[config.mk]
export PLATFORM = sky130hd
export DESIGN_NAME = grip_stability_window_classifier_flat
export DESIGN_NICKNAME = d
export VERILOG_FILES = /design/src/rtl/gswc_pkg.sv /design/src/rtl/gswc_if.sv /design/src/rtl/grip_stability_window_classifier.sv /design/src/flat_wrapper.sv
export SDC_FILE = /design/constraint.sdc
export NUM_CORES = 1
export LEC_CHECK = 0
export BUFFER_PORTS_ARGS = -buffer_cell sky130_fd_sc_hd__buf_2
export CORE_ASPECT_RATIO = 0.5
export CORE_UTILIZATION = 60
export CTS_CLUSTER_DIAMETER = 80
export DETAILED_ROUTE_END_ITERATION = 16
export PLACE_DENSITY = 0.78
export SETUP_SLACK_MARGIN = 0.1
export SLEW_MARGIN = 20
export SYNTH_ARGS = -nofsm -noshare
export SYNTH_HDL_FRONTEND = slang
export SYNTH_SLANG_ARGS = --single-unit
[constraint.sdc]
create_clock -name i_clk -period 8.28 [get_ports i_clk]
set_input_delay 2.484 -clock i_clk [delete_from_list [all_inputs] [get_ports i_clk]]
set_output_delay 2.484 -clock i_clk [all_outputs]
set_load 0.05 [all_outputs]
[src/rtl/gswc_pkg.sv]
// Package: shared types and constants of the grip stability window classifier.
package gswc_pkg;

    localparam int THR_W      = 19;
    localparam int MS_W       = 16;
    localparam int STEP_W     = 12;
    localparam int FORCE_W    = 15;
    localparam int TIME_W     = 32;
    localparam int IND_W      = 16;
    localparam int CFG_IDX_W  = 3;
    localparam int CFG_DATA_W = 19;

    localparam int ONE_Q12 = 4096;

    localparam logic OP_CLASSIFY = 1'b0;
    localparam logic OP_CLEAR    = 1'b1;

    localparam logic [1:0] VERDICT_STABLE      = 2'd0;
    localparam logic [1:0] VERDICT_SLIP        = 2'd1;
    localparam logic [1:0] VERDICT_UNSTABLE    = 2'd2;
    localparam logic [1:0] VERDICT_STABLE_LATE = 2'd3;

    localparam logic [CFG_IDX_W-1:0] CFG_SUM_THRESHOLD     = 3'd0;
    localparam logic [CFG_IDX_W-1:0] CFG_WINDOW_MS         = 3'd1;
    localparam logic [CFG_IDX_W-1:0] CFG_RAISE_INTERVAL_MS = 3'd2;
    localparam logic [CFG_IDX_W-1:0] CFG_RAISE_STEP        = 3'd3;
    localparam logic [CFG_IDX_W-1:0] CFG_TARGET_CAP        = 3'd4;

    localparam logic [THR_W-1:0]   RST_SUM_THRESHOLD     = 19'd2458;
    localparam logic [MS_W-1:0]    RST_WINDOW_MS         = 16'd800;
    localparam logic [MS_W-1:0]    RST_RAISE_INTERVAL_MS = 16'd100;
    localparam logic [STEP_W-1:0]  RST_RAISE_STEP        = 12'd410;
    localparam logic [FORCE_W-1:0] RST_TARGET_CAP        = 15'd24576;

    typedef struct packed {
        logic                      opcode;
        logic signed [IND_W-1:0]   indicator;
        logic [TIME_W-1:0]         now_ms;
        logic                      raise_enable;
        logic [FORCE_W-1:0]        new_target;
    } t_in_item;

    typedef struct packed {
        logic [1:0]         verdict;
        logic               stable_flag;
        logic [FORCE_W-1:0] target_force;
        logic               target_raised;
    } t_out_item;

    typedef struct packed {
        logic [CFG_IDX_W-1:0]  reg_index;
        logic [CFG_DATA_W-1:0] wr_data;
    } t_cfg_item;

endpackage

[src/rtl/gswc_if.sv]
// Interfaces: sample, result and configuration channels with valid/ready handshake.
interface gswc_in_if;
    import gswc_pkg::*;
    logic     valid;
    logic     ready;
    t_in_item data;
    modport source (output valid, output data, input ready);
    modport sink (input valid, input data, output ready);
endinterface

interface gswc_out_if;
    import gswc_pkg::*;
    logic      valid;
    logic      ready;
    t_out_item data;
    modport source (output valid, output data, input ready);
    modport sink (input valid, input data, output ready);
endinterface

interface gswc_cfg_if;
    import gswc_pkg::*;
    logic      valid;
    logic      ready;
    t_cfg_item data;
    modport source (output valid, output data, input ready);
    modport sink (input valid, input data, output ready);
endinterface

[src/rtl/grip_stability_window_classifier.sv]
// Top level: windowed grip stability classifier with rate-limited target force raise.
// The block takes one sample or clear transfer per clock while o_out is not stalled, and
// delivers each result through the input register and then the result register.
// Sustained rate is one item per cycle without back-pressure; the window sum is kept as a
// running total (subtract the oldest entry, add the newest), so each item needs a single
// subtract, add and compare. A clear transfer produces no result. Configuration writes are
// always accepted and apply to the next item classified. An unknown register index is ignored.
module grip_stability_window_classifier #(
    parameter int WINDOW_LEN = 10
) (
    input  logic      i_clk,
    input  logic      i_rst_n,
    gswc_in_if.sink   i_in,
    gswc_out_if.source o_out,
    gswc_cfg_if.sink  i_cfg
);
    import gswc_pkg::*;

    localparam int SUM_W = FORCE_W + $clog2(WINDOW_LEN);
    localparam int CMP_W = (SUM_W > THR_W) ? SUM_W : THR_W;
    localparam logic [SUM_W-1:0] FILL_SUM = SUM_W'(WINDOW_LEN * ONE_Q12);
    localparam logic [FORCE_W-1:0] ONE_ENTRY = FORCE_W'(ONE_Q12);

    logic [THR_W-1:0]   r_sum_threshold;
    logic [MS_W-1:0]    r_window_ms;
    logic [MS_W-1:0]    r_raise_interval_ms;
    logic [STEP_W-1:0]  r_raise_step;
    logic [FORCE_W-1:0] r_target_cap;

    logic               r_in_valid;
    t_in_item           r_in;
    logic               r_out_valid, n_out_valid;
    t_out_item          r_out, n_out;

    logic [FORCE_W-1:0] r_win [WINDOW_LEN];
    logic [FORCE_W-1:0] n_win [WINDOW_LEN];
    logic [SUM_W-1:0]   r_sum, n_sum;
    logic [TIME_W-1:0]  r_window_start_ms, n_window_start_ms;
    logic               r_overshoot, n_overshoot;
    logic [FORCE_W-1:0] r_force_target, n_force_target;
    logic [TIME_W-1:0]  r_last_raise_ms, n_last_raise_ms;
    logic               r_raise_armed, n_raise_armed;

    logic               w_advance;
    logic               w_fire;
    logic [FORCE_W-1:0] w_mag;
    logic [IND_W-1:0]   w_neg;
    logic [SUM_W-1:0]   w_sum_new;
    logic               w_stable;
    logic               w_inside;
    logic               w_positive;
    logic               w_rate_ok;
    logic [FORCE_W:0]   w_raise_sum;
    logic [FORCE_W-1:0] w_capped;
    logic [TIME_W-1:0]  w_win_age;
    logic [TIME_W-1:0]  w_raise_age;

    assign w_advance   = !r_out_valid || o_out.ready;
    assign w_fire      = r_in_valid && w_advance;
    assign i_in.ready  = !r_in_valid || w_advance;
    assign i_cfg.ready = 1'b1;
    assign o_out.valid = r_out_valid;
    assign o_out.data  = r_out;

    assign w_neg      = -r_in.indicator;
    assign w_positive = !r_in.indicator[IND_W-1] && (r_in.indicator != '0);
    assign w_win_age   = r_in.now_ms - r_window_start_ms;
    assign w_raise_age = r_in.now_ms - r_last_raise_ms;
    assign w_inside    = w_win_age < {{(TIME_W-MS_W){1'b0}}, r_window_ms};
    assign w_rate_ok   = !(w_raise_age < {{(TIME_W-MS_W){1'b0}}, r_raise_interval_ms});
    assign w_raise_sum = {1'b0, r_force_target} + {{(FORCE_W+1-STEP_W){1'b0}}, r_raise_step};
    assign w_capped    = (w_raise_sum < {1'b0, r_target_cap}) ?
                         w_raise_sum[FORCE_W-1:0] : r_target_cap;

    always_comb begin
        if (!r_in.indicator[IND_W-1]) begin
            w_mag = r_in.indicator[FORCE_W-1:0];
        end else if (w_neg[IND_W-1]) begin
            w_mag = {FORCE_W{1'b1}};
        end else begin
            w_mag = w_neg[FORCE_W-1:0];
        end
    end

    assign w_sum_new = r_sum - {{(SUM_W-FORCE_W){1'b0}}, r_win[0]}
                     + {{(SUM_W-FORCE_W){1'b0}}, w_mag};
    assign w_stable  = CMP_W'(w_sum_new) < CMP_W'(r_sum_threshold);

    always_comb begin
        n_win             = r_win;
        n_sum             = r_sum;
        n_window_start_ms = r_window_start_ms;
        n_overshoot       = r_overshoot;
        n_force_target    = r_force_target;
        n_last_raise_ms   = r_last_raise_ms;
        n_raise_armed     = r_raise_armed;
        n_out_valid       = r_out_valid;
        n_out             = r_out;
        if (w_advance) begin
            n_out_valid = w_fire && (r_in.opcode == OP_CLASSIFY);
        end
        if (w_fire) begin
            if (r_in.opcode == OP_CLEAR) begin
                for (int i = 0; i < WINDOW_LEN; i++) begin
                    n_win[i] = ONE_ENTRY;
                end
                n_sum             = FILL_SUM;
                n_window_start_ms = r_in.now_ms;
                n_force_target    = r_in.new_target;
            end else begin
                for (int i = 0; i < WINDOW_LEN - 1; i++) begin
                    n_win[i] = r_win[i+1];
                end
                n_win[WINDOW_LEN-1] = w_mag;
                n_sum = w_sum_new;
                n_out.target_raised = 1'b0;
                n_out.stable_flag   = w_stable;
                if (w_stable) begin
                    n_overshoot   = 1'b0;
                    n_out.verdict = VERDICT_STABLE;
                end else if (w_inside) begin
                    if (w_positive) begin
                        n_out.verdict = VERDICT_SLIP;
                        if (r_overshoot) begin
                            n_overshoot = 1'b0;
                        end else if (r_in.raise_enable) begin
                            if (!r_raise_armed) begin
                                n_raise_armed   = 1'b1;
                                n_last_raise_ms = r_in.now_ms;
                            end else if (w_rate_ok) begin
                                n_last_raise_ms     = r_in.now_ms;
                                n_force_target      = w_capped;
                                n_out.target_raised = 1'b1;
                            end
                        end
                    end else begin
                        n_overshoot   = 1'b1;
                        n_out.verdict = VERDICT_UNSTABLE;
                    end
                end else begin
                    n_window_start_ms = r_in.now_ms;
                    n_out.verdict     = VERDICT_STABLE_LATE;
                end
                n_out.target_force = n_force_target;
            end
        end
    end

    always_ff @(posedge i_clk) begin
        if (!i_rst_n) begin
            r_sum_threshold     <= RST_SUM_THRESHOLD;
            r_window_ms         <= RST_WINDOW_MS;
            r_raise_interval_ms <= RST_RAISE_INTERVAL_MS;
            r_raise_step        <= RST_RAISE_STEP;
            r_target_cap        <= RST_TARGET_CAP;
            r_in_valid          <= 1'b0;
            r_out_valid         <= 1'b0;
            for (int i = 0; i < WINDOW_LEN; i++) begin
                r_win[i] <= ONE_ENTRY;
            end
            r_sum               <= FILL_SUM;
            r_window_start_ms   <= '0;
            r_overshoot         <= 1'b0;
            r_force_target      <= '0;
            r_last_raise_ms     <= '0;
            r_raise_armed       <= 1'b0;
        end else begin
            if (i_cfg.valid) begin
                case (i_cfg.data.reg_index)
                    CFG_SUM_THRESHOLD:     r_sum_threshold <= i_cfg.data.wr_data;
                    CFG_WINDOW_MS:         r_window_ms <= i_cfg.data.wr_data[MS_W-1:0];
                    CFG_RAISE_INTERVAL_MS: r_raise_interval_ms <= i_cfg.data.wr_data[MS_W-1:0];
                    CFG_RAISE_STEP:        r_raise_step <= i_cfg.data.wr_data[STEP_W-1:0];
                    CFG_TARGET_CAP:        r_target_cap <= i_cfg.data.wr_data[FORCE_W-1:0];
                    default: begin
                    end
                endcase
            end
            if (i_in.ready) begin
                r_in_valid <= i_in.valid;
            end
            r_out_valid       <= n_out_valid;
            r_win             <= n_win;
            r_sum             <= n_sum;
            r_window_start_ms <= n_window_start_ms;
            r_overshoot       <= n_overshoot;
            r_force_target    <= n_force_target;
            r_last_raise_ms   <= n_last_raise_ms;
            r_raise_armed     <= n_raise_armed;
        end
    end

    always_ff @(posedge i_clk) begin
        if (i_in.ready && i_in.valid) begin
            r_in <= i_in.data;
        end
        r_out <= n_out;
    end

    a_clear_refills_sum: assert property (@(posedge i_clk) disable iff (!i_rst_n)
        (w_fire && r_in.opcode == OP_CLEAR) |=> (r_sum == FILL_SUM))
        else $error("window sum not refilled after clear");

    a_raise_only_on_slip: assert property (@(posedge i_clk) disable iff (!i_rst_n)
        (r_out_valid && r_out.target_raised) |-> (r_out.verdict == VERDICT_SLIP))
        else $error("target raised outside slip verdict");

    a_stable_flag_matches: assert property (@(posedge i_clk) disable iff (!i_rst_n)
        r_out_valid |-> (r_out.stable_flag == (r_out.verdict == VERDICT_STABLE)))
        else $error("stable flag disagrees with verdict");

    a_raise_needs_arm: assert property (@(posedge i_clk) disable iff (!i_rst_n)
        (r_out_valid && r_out.target_raised) |-> r_raise_armed)
        else $error("raise granted while unarmed");

    a_result_held: assert property (@(posedge i_clk) disable iff (!i_rst_n)
        (r_out_valid && !o_out.ready) |=> (r_out_valid && $stable(r_out)))
        else $error("stalled result changed");

endmodule

[src/flat_wrapper.sv]
// flat-port wrapper written by rule: the top's interface ports become plain ports
module grip_stability_window_classifier_flat import gswc_pkg::*;
#(
    parameter int WINDOW_LEN = 10
)
  (i_clk, i_rst_n, i_in_valid, i_in_data, i_in_ready, o_out_valid, o_out_data, o_out_ready, i_cfg_valid, i_cfg_data, i_cfg_ready);
  gswc_in_if i_in_i ();
  gswc_out_if o_out_i ();
  gswc_cfg_if i_cfg_i ();
  input  logic i_clk;
  input  logic i_rst_n;
  input wire logic [$bits(i_in_i.valid)-1:0] i_in_valid;
  input wire logic [$bits(i_in_i.data)-1:0] i_in_data;
  output wire logic [$bits(i_in_i.ready)-1:0] i_in_ready;
  output wire logic [$bits(o_out_i.valid)-1:0] o_out_valid;
  output wire logic [$bits(o_out_i.data)-1:0] o_out_data;
  input wire logic [$bits(o_out_i.ready)-1:0] o_out_ready;
  input wire logic [$bits(i_cfg_i.valid)-1:0] i_cfg_valid;
  input wire logic [$bits(i_cfg_i.data)-1:0] i_cfg_data;
  output wire logic [$bits(i_cfg_i.ready)-1:0] i_cfg_ready;
  assign i_in_i.valid = i_in_valid;
  assign i_in_i.data = i_in_data;
  assign i_in_ready = i_in_i.ready;
  assign o_out_valid = o_out_i.valid;
  assign o_out_data = o_out_i.data;
  assign o_out_i.ready = o_out_ready;
  assign i_cfg_i.valid = i_cfg_valid;
  assign i_cfg_i.data = i_cfg_data;
  assign i_cfg_ready = i_cfg_i.ready;
  grip_stability_window_classifier #(.WINDOW_LEN(WINDOW_LEN)) u_core (.i_clk(i_clk), .i_rst_n(i_rst_n), .i_in(i_in_i), .o_out(o_out_i), .i_cfg(i_cfg_i));
endmodule
* Yosys cells after proc, flatten, opt, wreduce, memory -nomap -nowiden
Index checks and enable logic that the tools add are counted.
** Storage, ports and cells
- Bits in registers :: 414
- Bits in latches :: 0
- Memory bits (writable) :: 0
- ROM bits :: 0
- Bits of input ports :: 92
- Output and inout port bits :: 22
- Word-level logic and storage cells :: 103
- Memories kept :: 0
** Cells by class
- Add/sub/neg operators :: 6
- Multiply operators :: 0
- Divide/modulo/power cells :: 0
- Order comparisons :: 4
- Eq/ne operators :: 7
- Shift-type cells :: 0
- Muxes and demuxes :: 24
- Bitwise gates (word level) :: 7
- Reductions and logical operators :: 23
** Operators with widths (number)
- 15-bit 2-to-1 mux :: 11
- 32-bit 2-to-1 mux :: 5
- 150-bit 2-to-1 mux :: 1
- 32-bit by 16-bit < comparator with 1-bit output :: 2
- 32-bit subtractor :: 2
- 19-bit by 15-bit adder with 19-bit output :: 1
- 19-bit < comparator :: 1
- 19-bit 2-to-1 mux :: 1
- 19-bit by 15-bit subtractor with 19-bit output :: 1
- 15-bit by 12-bit adder with 16-bit output :: 1
- 16-bit by 15-bit < comparator with 1-bit output :: 1
- 16-bit negation :: 1
- 16-bit nonzero test :: 1
- 2-bit AND reduction :: 6
- 8-bit AND reduction :: 1
- 1-bit NOT :: 7
- 7-bit AND reduction :: 1
- 3-bit by 2-bit == test with 1-bit output, second input constant :: 2
- 3-bit AND reduction :: 2
- 6-bit OR reduction :: 1
- 1-bit logical AND :: 4
- 1-bit 2-to-1 mux :: 4
- 2-bit 2-to-1 mux :: 2
- 2-bit by 1-bit inequality test with 1-bit output, second input constant :: 2
- other kinds (7) :: 10

* Depth between registers and ports, before layout
Gate-level depths: netlist (run 1).
- Depth after elaboration :: 11
- Mapped depth :: 32

* Worst setup path before layout (run 1)
No wires, ideal clock.
- Path type :: reg-to-reg
- Start :: register u_core.r_in[53] (netlist bit)
- End :: register u_core.r_out (netlist bit u_core.o_out.data[10]), data pin
- Arrival time :: 6.781 ns
- Setup slack :: 1.237 ns
- Stages on the path, launching flop included :: 31
- Path buffers :: 2
- Clock period less this slack :: 7.043 ns
- Path through :: edfxtp_1 or4_1 nor4_1 nand2b_1 nor2_1 nand3_1 clkbuf_1 nand2_1 fa_1 ha_1 o21ai_0 a21boi_0 o21ai_0 a211o_1 o21ai_0 o41a_1 a21oi_1 a21oi_1 xnor2_1 xnor2_1 ha_1 nand4_1 nor2_1 o2111ai_1 nor2_1 a21oi_1 nor4bb_1 nand3b_1 a311oi_4 buf_6 mux2_1
** On the way
- Longest elaborated chain between the ends :: 6
** Ends and longest elaborated chain
- from (decl) :: RTL line grip_stability_window_classifier.sv:31 : t_in_item r_in;
- from (signal assigned) :: RTL line grip_stability_window_classifier.sv:195 : r_in <= i_in.data;
- 16-bit negation :: RTL line grip_stability_window_classifier.sv:65 : assign w_neg = -r_in.indicator;
- 15-bit 2-to-1 mux :: RTL line grip_stability_window_classifier.sv:78 : end else if (w_neg[IND_W-1]) begin
- 15-bit 2-to-1 mux * :: RTL line grip_stability_window_classifier.sv:76 : if (!r_in.indicator[IND_W-1]) begin
- 19-bit by 15-bit adder with 19-bit output * :: RTL line grip_stability_window_classifier.sv:86 : + {{(SUM_W-FORCE_W){1'b0}}, w_mag};
- 19-bit < comparator * :: RTL line grip_stability_window_classifier.sv:87 : assign w_stable = CMP_W'(w_sum_new) < CMP_W'(r_sum_threshold);
- named net u_core.w_stable :: RTL line grip_stability_window_classifier.sv:49 : logic w_stable;
- 15-bit 2-to-1 mux * :: RTL line grip_stability_window_classifier.sv:118 : if (w_stable) begin
- to (signal assigned) :: RTL line grip_stability_window_classifier.sv:197 : r_out <= n_out;
- to (decl) :: RTL line grip_stability_window_classifier.sv:33 : t_out_item r_out, n_out;
The timed path passes the listed nets; every way through them passes the cells marked *.
A chain may end at the register's enable or synchronous reset.

* Final worst setup path (run 1)
- Start :: register u_core.r_in[53] (netlist bit)
- End :: register u_core.r_force_target[0]
** On the way
- Longest elaborated chain between the ends :: 7
** Ends and longest elaborated chain
- 16-bit negation :: RTL line grip_stability_window_classifier.sv:65
- 15-bit 2-to-1 mux :: RTL line grip_stability_window_classifier.sv:78
- 15-bit 2-to-1 mux * :: RTL line grip_stability_window_classifier.sv:76
- 19-bit by 15-bit adder with 19-bit output * :: RTL line grip_stability_window_classifier.sv:86
- 19-bit < comparator * :: RTL line grip_stability_window_classifier.sv:87
- named net u_core.w_stable :: RTL line grip_stability_window_classifier.sv:49
- 15-bit 2-to-1 mux * :: RTL line grip_stability_window_classifier.sv:118
- 15-bit 2-to-1 mux * :: RTL line grip_stability_window_classifier.sv:103 : if (r_in.opcode == OP_CLEAR) begin
- to (signal assigned) :: RTL line grip_stability_window_classifier.sv:187 : r_force_target <= n_force_target;
- to (decl) :: RTL line grip_stability_window_classifier.sv:40 : logic [FORCE_W-1:0] r_force_target, n_force_target;
Marked as above.

==> flow_summary.toml, run 1 <==
[floorplanning]
fp.dieW_um = 285
die_h_um = 144
die-area_um2 = 40900
coreArea_um2 = 39200
io_pins = 114
rows = 51
start_util_pct = 61.4

[yosys]
synthCells = 2720
synth_area_leaders = "dfxtp_1, edfxtp_1, ha_1"
ys_seq_area_share_pct = 38.0
ys_async_sr_fraction_pct = 0
avgSynthCellArea_um2 = 8.84
yosysUniqueCellTypes = 84
synth_top_area_share_pct = 27.5
ys_seq_elements = 414
synth_edf_count = 84
synth_area_um2 = 24000
synth_largest_area_cell = "dfxtp_1"
yosysWarningCount = 0
ys.flop_type = "dfxtp_1"
syn_nets = 2986

[clock_network]
cts_max_path_buffers = 3
cts_buffers = 38
clkLatencyLatePin_ns = 0.56
clock-root-buffer = "clkbuf_16"
cts.clk_slew.worst_paths_ns = 0.07
clock-sinks = 414
cts_tree = "yes"
cts_max_level = 2
cts_hold_buf = 0

[power_and_ir_drop]
seq_power_share_pct = 41.4
vdd_ir_drop_max_v = 0.000143
p_leak_nw = 9.65
p_sw_share_pct = 29.9
power_frac_comb_pct = 22.6
p_switching_w = 0.00157
power.density_nw_per_um2 = 201
power.internal_w = 0.00369
p_clk_share_pct = 36.0

[hold_path]
min_path_type = "flip-flop to flip-flop"

[timing]
fin_ws_ns = 0.697
fmaxAchievable_ghz = 0.132
fin_worst_skew_ns = 0.0196
hold_viol = 0
slew_headroom_pct = 27.5
whs_ns = 0.463
setup-tns-final_ns = 0
fin_crit_sh_pct = 91.6
tightest_slew_ns = 1.09
period_minus_slack_ns = 7.58
rsz0062_at_grt = "false"
finalSetupViolations = 0
slew_violations = 0

[worst_setup_path]
path_max_fanout = 23
crit_path_max_incr_delay_ns = 0.60
endpoint_kind = "flip-flop"
crit_required_ns = 8.75
crit_arrival_ns = 8.05
cp-start-kind = "flip-flop"
slowest_stage = "or4_4"
path_class = "flip-flop to flip-flop"
cpMostUsedCell = "buf_4"

[route]
firstDrtPassIters = 7
drc_errors = 0
ant_nets = 0
wl_per_cell_um = 18.0
via_count = 19400
dr.first_iter.drc_count = 1540
viasPerCell = 5.87
wl_mm = 59.5

[grt]
globalRouteOverflowTotal = 0
grt_pass1_wl_mm = 94.3
grt_pass1_vias = 18100
grt_use_total_pct = 28.4
antenna_found_initial = 1
grt_max_degree = 171

[place]
dpl_worst_slack_ns = 0.244
portBuffers = 112
gp_congestion = 0.957
hpwl_mm = 40.8

[final_layout]
drive_above_1_share_pct = 9.16
final_cell_mix = "nand2_1, dfxtp_1, a21boi_0"
area_growth_pct = 9.13
final_common_cell = "nand2_1"
fin_nets = 3010

[status]
status = "finished, final reports clean"

[flow_run]
drv_cap = 0
==> metrics by stage <==
step           cell area, um^2  instances  total power (W)  util, %
2_1_floorplan            24000       2720          0.00307        -
6_report                 26200       3305          0.00526     67.0
3_3_place_gp             24800       3230          0.00334     63.3
4_1_cts                  26200       3300          0.00527     66.8
5_1_grt                  26200       3305          0.00550     67.0
3_5_place_dp             24800       3230          0.00337     63.3
==> cell usage after synthesis (15+ instances only) <==
| library cell | n |
|---|---|
| inv_1 | 182 |
| a21oi_1 | 100 |
| fa_1 | 18 |
| nand2_1 | 382 |
| a211oi_1 | 16 |
| a21o_1 | 42 |
| nor2_1 | 109 |
| o21ai_0 | 90 |
| nand2b_1 | 27 |
| clkbuf_1 | 125 |
| nor2b_1 | 112 |
| o211ai_1 | 42 |
| nand4_1 | 23 |
| xnor2_1 | 47 |
| a31oi_1 | 17 |
| nor3_1 | 59 |
| ha_1 | 156 |
| a21boi_0 | 191 |
| mux2i_1 | 76 |
| o21a_1 | 21 |
| nand3b_1 | 148 |
| nand3_1 | 39 |
| xor2_1 | 28 |
| dfxtp_1 | 330 |
| a211oi_2 | 15 |
| edfxtp_1 | 84 |
| a22oi_1 | 29 |
==> sequential cells by signal (all words and copies together) (netlist names), 16 cells and up <==
register / cells
u_core.r_sum: 19
u_core.r_last_raise_ms: 32
u_core.o_out.data: 19
u_core.r_sum_threshold: 19
u_core.r_window_ms: 16
u_core.r_raise_interval_ms: 16
u_core.r_window_start_ms: 32
u_core.r_win: 150
u_core.r_in: 65
==> timing repair <==
| action | 4_1_cts | 5_1_grt |
|---|---|---|
| gates resized for setup | 0 | 13 |
| setup buffers | 0 | 2 |
| setup endpoints to repair | 0 | 62 |
==> cell type report <==
cell class                 count  area [um^2]
timing repair buffer         132          753
clock buffer                  56         1140
sequential                   414         9130
inverter                     182          683
multi-input combinational   1976        13700
antenna                        1         2.50
clock inverter                14          198
tap                          530          663
fill                        3241        12900
==> final timing paths <==
| path | from | to | slack [ns] | cells past startpoint |
|---|---|---|---|---|
| max reg2reg | u_core.r_in[53] | u_core.r_force_target[0] | 0.70 | 36 |
| min reg2reg | u_core.r_win[84] | u_core.r_win[84] | 0.46 | 2 |
| min | u_core.r_win[84] | u_core.r_win[84] | 0.46 | 2 |
| max | u_core.r_in[53] | u_core.r_force_target[0] | 0.70 | 36 |
==> layer usage <==
metal	GRT usage, %	share of wire (%)
met2	47.6	46
met5	0	0
met4	7.43	2.3
met1	38.6	47
met3	3.79	4.7
==> power by group through the flow <==
stage               clock, W  sequential, W  combinational (W)
floorplan                  0        0.00222           0.000849
global placement           0        0.00222            0.00112
detailed placement         0        0.00222            0.00115
CTS                  0.00193        0.00218            0.00116
global route         0.00201        0.00218            0.00131
finish               0.00190        0.00218            0.00119
==> logic make-up (layout without fill, tap and decap cells) <==
| kind of cell | Yosys count | count (layout) | share of synthesized area, % |
|---|---|---|---|
| simple gates | 975 | 975 | 20.8 |
| compound gates | 657 | 657 | 19.4 |
| flops | 414 | 414 | 38.0 |
| buf+inv | 330 | 384 | 5.40 |
| fa+ha+maj | 174 | 174 | 9.62 |
| mux | 94 | 94 | 4.01 |
| xor+xnor | 75 | 75 | 2.73 |
| other cells | 1 | 2 | 0.0156 |
==> worst max-delay path, delay by kind of cell, from the launching register on <==
family                     cells  cell delay [ns]
xor gates and xnor gates       2             0.25
adders and majority gates      3             1.02
buffers and inverters          6             1.04
AOI/OAI and AO/OA             13             2.36
and+or+nand+nor               12             2.32
DFF                            1             0.45
No activity file was read; power rests on OpenSTA's default activity.
==> run 2, diff against run 1 <==
CORE_UTILIZATION = 63   (was 60)
PLACE_DENSITY = 0.81   (was 0.78)
==> flow_summary.toml, run 2 (synthesized netlist as in run 1, its figures left out) <==
[final_layout]
final_cell_mix = "nand2_1, dfxtp_1, a21boi_0"
top_regs = "u_core.r_win: 150 flops, u_core.r_in: 65 flops"
regMostFlops = "u_core.r_win"
final_common_cell = "nand2_1"
n_antenna_cell = 0
fin_nets = 3010
area_growth_pct = 9.07
drive_above_1_share_pct = 9.19
utilization_pct = 70.0
largest_reg_flops = 150

[status]
status = "finished, final reports clean"

[worst_setup_path]
path_class = "flip-flop to flip-flop"
crit_cells = 33
critPathBufInv = 3
rr_endpoint = "u_core.r_last_raise_ms[0]"
crit_required_ns = 8.74
crit_path_max_incr_delay_ns = 0.63
cp-start-kind = "flip-flop"
worstRegToRegCells = 33
slowest_stage = "or4_1"
critPathTopFamily = "simple AND/OR/NAND/NOR gates"
reg2reg_setup_slack_ns = 0.53
worstSetupStartpoint = "u_core.r_in[53]"
crit_arrival_ns = 8.21
cpMostUsedCell = "a21oi_1"
path_max_fanout = 16
cp-endpoint = "u_core.r_last_raise_ms[0]"
endpoint_kind = "flip-flop"
rr_startpoint = "u_core.r_in[53]"

[clock_network]
clock-root-buffer = "clkbuf_16"
cts.clk_slew.worst_paths_ns = 0.07
cts_buffers = 38
clkLatencyLatePin_ns = 0.57
cts_hold_buf = 0
cts_max_path_buffers = 3
cts_max_level = 2
cts_tree = "yes"
clock-sinks = 414

[place]
portBuffers = 112
hpwl_mm = 40.3
gp_congestion = 0.946
dpl_worst_slack_ns = 0.176

[timing]
whs_ns = 0.464
tightest_slew_ns = 1.06
slew_headroom_pct = 29.2
period_minus_slack_ns = 7.75
setup-tns-final_ns = 0
fmaxAchievable_ghz = 0.129
slew_violations = 0
hold_viol = 0
fin_crit_sh_pct = 93.6
fin_ws_ns = 0.530
rsz0062_at_grt = "false"
fin_worst_skew_ns = 0.0144
finalSetupViolations = 0

[route]
drc_errors = 0
wl_mm = 59.0
firstDrtPassIters = 6
viasPerCell = 5.95
dr.first_iter.drc_count = 1555
ant_nets = 0
via_count = 19500
wl_per_cell_um = 18.0
drt-met1-wl_mm = 27.1
wl_met3_mm = 2.99
dr_wl_met2_mm = 27.2
highest_layer = "met4"

[flow_run]
drv_cap = 0

[floorplanning]
die_h_um = 140
die-area_um2 = 39000
rows = 50
start_util_pct = 64.2
fp.dieW_um = 278
coreArea_um2 = 37500
io_pins = 114

[grt]
antenna_found_initial = 0
grt_max_degree = 137
grt_pass1_vias = 18100
grt_pass1_wl_mm = 92.8
globalRouteOverflowTotal = 0
grt_use_total_pct = 29.3

[hold_path]
min_path_type = "flip-flop to flip-flop"

[power_and_ir_drop]
power.density_nw_per_um2 = 201
vdd_ir_drop_max_v = 0.000158
p_leak_nw = 9.66
[run 2: what timing repair did]
item | in CTS | in global routing
setup buffers | 0 | 4
hold endpoints to repair | 0 | 0
setup endpoints to repair | 0 | 94
resized for setup | 0 | 12
[run 2: how the worst min path moves through the flow]
stage          slack, ns  cells past startpoint                     to                   from
6_report            0.46                      2      u_core.r_win[107]      u_core.r_win[107]
3_5_place_dp        0.46                      2      u_core.r_win[101]      u_core.r_win[101]
2_1_floorplan       0.44                      2  u_core.r_window_ms[0]  u_core.r_window_ms[0]
3_3_place_gp        0.45                      2       u_core.r_win[97]       u_core.r_win[97]
4_1_cts             0.47                      2      u_core.r_win[101]      u_core.r_win[101]
5_1_grt             0.48                      2      u_core.r_win[148]      u_core.r_win[148]
[run 2: final cells by class]
class	count	area (um^2)
timing repair buffer	132	759
inverter	182	683
sequential	414	9130
multi-input combinational	1976	13700
fill	2968	11200
tap	494	618
clock buffer	52	1100
clock inverter	18	268
[run 2: report_power, final]
group	internal, W	switching, W
combinational	0.000464	0.000710
clock	0.00110	0.000824
sequential	0.00213	0.0000505
[run 2: through the flow]
| stage | cells | area [um^2] | power (W) |
|---|---|---|---|
| 2_1_floorplan | 2720 | 24000 | 0.00307 |
| 6_report | 3268 | 26200 | 0.00528 |
| 3_3_place_gp | 3192 | 24800 | 0.00334 |
| 5_1_grt | 3268 | 26200 | 0.00550 |
| 3_5_place_dp | 3192 | 24800 | 0.00336 |
| 4_1_cts | 3262 | 26100 | 0.00528 |
[run 2: routing by layer]
| metal | vias to the layer above | track usage, % |
|---|---|---|
| met3 | 107 | 3.92 |
| li1 | 9612 | - |
| met4 | 0 | 8.96 |
| met1 | 9278 | 39.6 |
| met5 | - | 0 |
| met2 | 460 | 49.0 |
[run 2: worst register-to-register path, delay by kind of cell (launching register included)]
kind	cells	cell delay, ns
adder cells (fa/ha/maj)	3	1.07
multiplexers	1	0.24
XOR/XNOR	2	0.29
flip-flops	1	0.44
AO/OA/AOI/OAI	11	2.22
AND/OR/NAND/NOR	13	2.75
buffers and inverters	3	0.63
